$ cat config.mk
export PLATFORM = sky130hd
export DESIGN_NAME = slr_front
export DESIGN_NICKNAME = d
export VERILOG_FILES = /design/src/rtl/slr_pkg.sv /design/src/rtl/slr_front.sv
export SDC_FILE = /design/constraint.sdc
export NUM_CORES = 2
export LEC_CHECK = 0
export ABC_AREA = 0
export BUFFER_PORTS_ARGS = -buffer_cell sky130_fd_sc_hd__buf_2
export CORE_ASPECT_RATIO = 1.2
export CORE_MARGIN = 4
export CORE_UTILIZATION = 25
export DETAILED_ROUTE_END_ITERATION = 7
export GPL_TIMING_DRIVEN = 0
export PLACE_DENSITY = 0.43
export RECOVER_POWER = 50
export SETUP_SLACK_MARGIN = 0.02
export SLEW_MARGIN = 20
export SYNTH_ARGS = -nofsm -noshare
export SYNTH_HDL_FRONTEND = slang
export SYNTH_SLANG_ARGS = --single-unit
$ cat constraint.sdc
create_clock -name clk -period 7.3 [get_ports clk]
set_input_delay 1.46 -clock clk [delete_from_list [all_inputs] [get_ports clk]]
set_output_delay 1.46 -clock clk [all_outputs]
set_load 0.05 [all_outputs]
$ cat src/rtl/slr_pkg.sv
// Shared types and constants of the slope limiter pipeline.
// No dependencies.
package slr_pkg;

    localparam int VAL_W   = 32;               // input cell value width
    localparam int DIFF_W  = VAL_W + 1;        // one-sided difference width
    localparam int OUT_W   = VAL_W + 2;        // slope and face width
    localparam int PROD_W  = 2 * VAL_W;        // product of magnitudes
    localparam int QUOT_W  = DIFF_W;           // quotient bits of 2*prod/sum
    localparam int DIV_LAT = QUOT_W;           // one quotient bit per stage

    typedef enum logic [1:0] {
        MODE_MC = 2'd0,
        MODE_VL = 2'd1,
        MODE_MM = 2'd2,
        MODE_XX = 2'd3
    } mode_t;

    // Data that rides along the divider next to the division itself.
    typedef struct packed {
        logic                    use_vl;
        logic                    neg;
        logic signed [OUT_W-1:0] alt_slope;
        logic signed [VAL_W-1:0] centre;
    } side_t;

    function automatic logic [OUT_W-1:0] mag34(input logic signed [OUT_W-1:0] v);
        logic [OUT_W-1:0] r;
        r = v[OUT_W-1] ? OUT_W'(-v) : OUT_W'(v);
        return r;
    endfunction

endpackage

$ cat src/rtl/slr_front.sv
// Front stages: differences, MC and minmod choice, magnitude product for van Leer.
// Depends on slr_pkg.
module slr_front (
    input  logic                          clk,
    input  logic                          rst_n,
    input  logic                          in_valid,
    input  slr_pkg::mode_t                mode,
    input  logic signed [31:0]            left_value,
    input  logic signed [31:0]            centre_value,
    input  logic signed [31:0]            right_value,
    output logic                          out_valid,
    output logic [slr_pkg::PROD_W-1:0]    prod,
    output logic [slr_pkg::DIFF_W-1:0]    sum,
    output slr_pkg::side_t                side
);
    import slr_pkg::*;

    // stage 1: captured inputs
    logic                    v1_reg;
    mode_t                   mode1_reg;
    logic signed [VAL_W-1:0] l1_reg, c1_reg, r1_reg;

    // stage 2: differences
    logic                     v2_reg;
    mode_t                    mode2_reg;
    logic signed [VAL_W-1:0]  c2_reg;
    logic signed [DIFF_W-1:0] dm2_reg, dp2_reg, span2_reg;

    // stage 3: limiter choice and magnitudes
    logic             v3_reg;
    logic [VAL_W-1:0] a3_reg, b3_reg;
    side_t            side3_reg;

    // stage 4: product
    logic              v4_reg;
    logic [PROD_W-1:0] prod4_reg;
    logic [DIFF_W-1:0] sum4_reg;
    side_t             side4_reg;

    logic signed [DIFF_W-1:0] dm_next, dp_next, span_next;
    logic                     same;
    logic signed [OUT_W-1:0]  qm, qp, qc, mc_slope, mm_slope, dm_x, dp_x;
    logic [OUT_W-1:0]         mag_qm, mag_qp, mag_qc, mag_dm, mag_dp;
    side_t                    side3_next;

    always_comb
    begin
        dm_next   = DIFF_W'(c1_reg) - DIFF_W'(l1_reg);
        dp_next   = DIFF_W'(r1_reg) - DIFF_W'(c1_reg);
        span_next = DIFF_W'(r1_reg) - DIFF_W'(l1_reg);
    end

    always_comb
    begin
        same = (dm2_reg != '0) && (dp2_reg != '0) && (dm2_reg[DIFF_W-1] == dp2_reg[DIFF_W-1]);
        dm_x = OUT_W'(dm2_reg);
        dp_x = OUT_W'(dp2_reg);
        qm   = dm_x <<< 1;
        qp   = dp_x <<< 1;
        qc   = OUT_W'(span2_reg >>> 1);
        mag_qm = mag34(qm);
        mag_qp = mag34(qp);
        mag_qc = mag34(qc);
        mag_dm = mag34(dm_x);
        mag_dp = mag34(dp_x);
        if (mag_qm < mag_qp && mag_qm < mag_qc)
            mc_slope = qm;
        else if (mag_qp < mag_qc)
            mc_slope = qp;
        else
            mc_slope = qc;
        mm_slope = (mag_dm < mag_dp) ? dm_x : dp_x;

        side3_next.use_vl = same && (mode2_reg == MODE_VL);
        side3_next.neg    = dm2_reg[DIFF_W-1];
        side3_next.centre = c2_reg;
        unique case (mode2_reg)
            MODE_MC: side3_next.alt_slope = same ? mc_slope : '0;
            MODE_VL: side3_next.alt_slope = '0;
            default: side3_next.alt_slope = same ? mm_slope : '0;
        endcase
    end

    always_ff @(posedge clk or negedge rst_n)
    begin
        if (!rst_n)
        begin
            v1_reg <= 1'b0;
            v2_reg <= 1'b0;
            v3_reg <= 1'b0;
            v4_reg <= 1'b0;
        end
        else
        begin
            v1_reg <= in_valid;
            v2_reg <= v1_reg;
            v3_reg <= v2_reg;
            v4_reg <= v3_reg;
        end
    end

    always_ff @(posedge clk)
    begin
        mode1_reg <= mode;
        l1_reg    <= left_value;
        c1_reg    <= centre_value;
        r1_reg    <= right_value;

        mode2_reg <= mode1_reg;
        c2_reg    <= c1_reg;
        dm2_reg   <= dm_next;
        dp2_reg   <= dp_next;
        span2_reg <= span_next;

        a3_reg    <= mag_dm[VAL_W-1:0];
        b3_reg    <= mag_dp[VAL_W-1:0];
        side3_reg <= side3_next;

        prod4_reg <= a3_reg * b3_reg;
        sum4_reg  <= DIFF_W'(a3_reg) + DIFF_W'(b3_reg);
        side4_reg <= side3_reg;
    end

    assign out_valid = v4_reg;
    assign prod      = prod4_reg;
    assign sum       = sum4_reg;
    assign side      = side4_reg;

endmodule

==> flow_metrics.env <==
export IMPL_synth_area_top_cells="fa_1, dfxtp_1, ha_1"
export IMPL_clock_fmax_mhz=127
export IMPL_slew_headroom_pct=11.4
export IMPL_critPathLaunchType="flop"
export IMPL_rsz0062_at_grt="yes"
export IMPL_portBuffers=266
export IMPL_synth_flop_cell="dfxtp_1"
export IMPL_areaGrowthSynthToFinish_pct=19.5
export IMPL_antenna_found_initial=30
export IMPL_clk_pin_slew_ps=60
export IMPL_period_needed_ps=7850
export IMPL_synth_area_leader_cell="fa_1"
export IMPL_clk_path_buf_depth=3
export IMPL_yosysSeqAreaShare_pct=19.2
export IMPL_worstHoldPathType="reg2reg"
export IMPL_grt_usage_pct=19.5
export IMPL_final_hold_viol_count=0
export IMPL_synth_edf_count=0
export IMPL_core_um2=221000
export IMPL_post_drt_wl_per_cell_um=24.4
export IMPL_cts_htree_levels=2
export IMPL_hold_start="side3_reg[30]"
export IMPL_first_global_vias=45900
export IMPL_path_max_fanout=11
export IMPL_clkLatencyLatePin_ps=740
export IMPL_status="finished, violations left"
export IMPL_end_kind="flop"
export IMPL_final_cell_mix="inv_1, fa_1, and2_1"
export IMPL_die_area_um2=230000
export IMPL_layout_commonest_cell="inv_1"
export IMPL_crit_type="reg2reg"
export IMPL_post_route_period_util_pct=108
export IMPL_crit_start="b3_reg[6]"
export IMPL_required_ps=7900
export IMPL_ant_nets=0
export IMPL_reg2reg_from="b3_reg[6]"
export IMPL_tightest_slew_ps=1320
export IMPL_fin_skew_ps=51.0
export IMPL_detailedRoute_firstIterationViolations=2532
export IMPL_hpwl_mm=188
export IMPL_die_w_um=438
export IMPL_start_util_pct=25.1
export IMPL_drv_slew=0
export IMPL_drt_pass1_iter_count=7
export IMPL_violations="negative setup slack"
export IMPL_worst_slack_ps=-550
export IMPL_syn_area_um2=55500
export IMPL_maxCapViolations=0
export IMPL_final_nets=7753
export IMPL_totalWireLength_mm=227
export IMPL_cts_tree="done"
export IMPL_grt_overflow=0
export IMPL_synth_cells=5825
export IMPL_cts_buffers_inserted=58
export IMPL_place_ws_ps=-2750
export IMPL_synth_cell_type_count=78
export IMPL_fp_dieH_um=524
export IMPL_synth_seq_cells=531
export IMPL_yosys_warnings=0
export IMPL_setup_viol=23
export IMPL_root_buffer="clkbuf_16"
export IMPL_synthArstFlopShare_pct=0.753
export IMPL_fill_cells=23300
export IMPL_yosysTopAreaCellShare_pct=32.4
export IMPL_cp_arrival_ps=8450
export IMPL_layout_drive_gt1_share_pct=14.6
export IMPL_vias_per_cell=4.61
export IMPL_vias=42800
export IMPL_grt_max_degree=20
export IMPL_grt_pass1_wl_mm=324
export IMPL_drcViolationCount=0
export IMPL_cts_sinks=531
export IMPL_pin_count=267
export IMPL_rows=189
export IMPL_syn_avg_cell_area_um2=9.53
export IMPL_place_congestion=0.965
[routing by layer]
metal  track usage (%)  vias to the layer above  wire length (um)
met1              22.8                    21700             88400
met2              33.6                     1381            109000
li1                  -                    19100                 -
met5                 0                        -                53
met3              3.74                      506             13800
met4              11.2                        8             16000
[cells in the mapped netlist, types with 11 or more instances]
cell / number
a211oi_1: 16
nor2b_1: 39
a21oi_1: 206
o21ai_0: 154
a22oi_1: 32
nand2b_1: 23
ha_1: 494
fa_1: 899
nor2_1: 122
o31ai_1: 42
xor2_1: 74
nand2_1: 541
a21o_1: 95
inv_1: 1026
mux2_2: 31
clkbuf_1: 240
nor3_1: 41
nand4_1: 35
and2_1: 592
dfxtp_1: 527
o21bai_1: 26
and3_1: 27
a31oi_1: 13
a21boi_0: 13
o21a_1: 59
o211ai_1: 20
o41ai_1: 19
or3_1: 23
mux2i_1: 34
nand3_1: 36
or2_2: 11
xnor2_1: 175
or4_1: 13
[cells by family (layout without fill, tap and decap cells)]
kind of cell / count (synthesis) / count (layout) / synth area share, %
adder cells (fa/ha/maj): 1393 / 1393 / 43.6
multiplexers: 65 / 65 / 1.24
XOR/XNOR: 249 / 249 / 3.93
buffers and inverters: 1270 / 1748 / 8.59
AND/OR/NAND/NOR: 1542 / 1542 / 14.4
AO/OA/AOI/OAI: 773 / 773 / 9.05
flip-flops: 531 / 531 / 19.2
other: 2 / 23 / 0.0135
[metrics by stage]
step	area, um^2	utilization, %	hold WS [ps]	cells	setup TNS (ps)
global placement	60600	27.4	312	9055	-89740
detailed placement	60600	27.5	312	9059	-58350
floorplan	55500	-	310	5829	0
CTS	65500	29.7	317	9220	-7420
global route	66300	30.0	327	9272	-12570
finish	66300	30.0	325	9284	-7320
[critical path, cell delays in order, from the launching register on]
cell and delay [ps]:
dfxtp_4 410, clkbuf_8 250, and2_1 180, fa_1 440, fa_1 490, fa_1 560
inv_1 50, fa_1 600, inv_1 80, fa_1 510, fa_1 440, fa_1 500
fa_1 530, ha_4 300, nand2_1 80, nor4_4 360, o21ai_2 140, a21oi_4 280
a211oi_4 110, buf_12 150, o41a_1 440, buf_12 160, buf_4 130, o21ba_4 210
o31ai_4 180, xnor2_1 100
[final cells by class]
class / instances / area (um^2) / share of cell area, %
multi-input cells: 4028 / 41100 / 61.9
flip-flops and latches: 531 / 10800 / 16.3
inverters: 1026 / 3850 / 5.81
well taps: 2960 / 3700 / 5.58
plain buffers: 238 / 2440 / 3.67
repair buffers: 376 / 2360 / 3.56
clock buffers: 78 / 1680 / 2.53
clock inverters: 30 / 422 / 0.636
diodes: 17 / 42.5 / 0.0641
[path summary, 6_finish.rpt]
path                                  end  slack (ps)  cells after the start
worst min-delay path             side[30]         330                      0
worst max register to register   prod[59]        -550                     25
min in group asynchronous       out_valid         570                      1
worst max-delay path             prod[59]        -550                     25
max in group asynchronous          v1_reg        6550                      1
worst min register to register   side[30]         330                      0
[timing repair]
| item | CTS | global route |
|---|---|---|
| hold buffers | 0 | 0 |
| endpoints found under the setup margin | 47 | 34 |
| resized for setup | 634 | 166 |
| pin swaps | 94 | 76 |
| setup buffers | 58 | 51 |
Power is left out: the tool's default activity adds up to more than one toggle a clock period on the data nets, which glitch-free logic cannot reach.
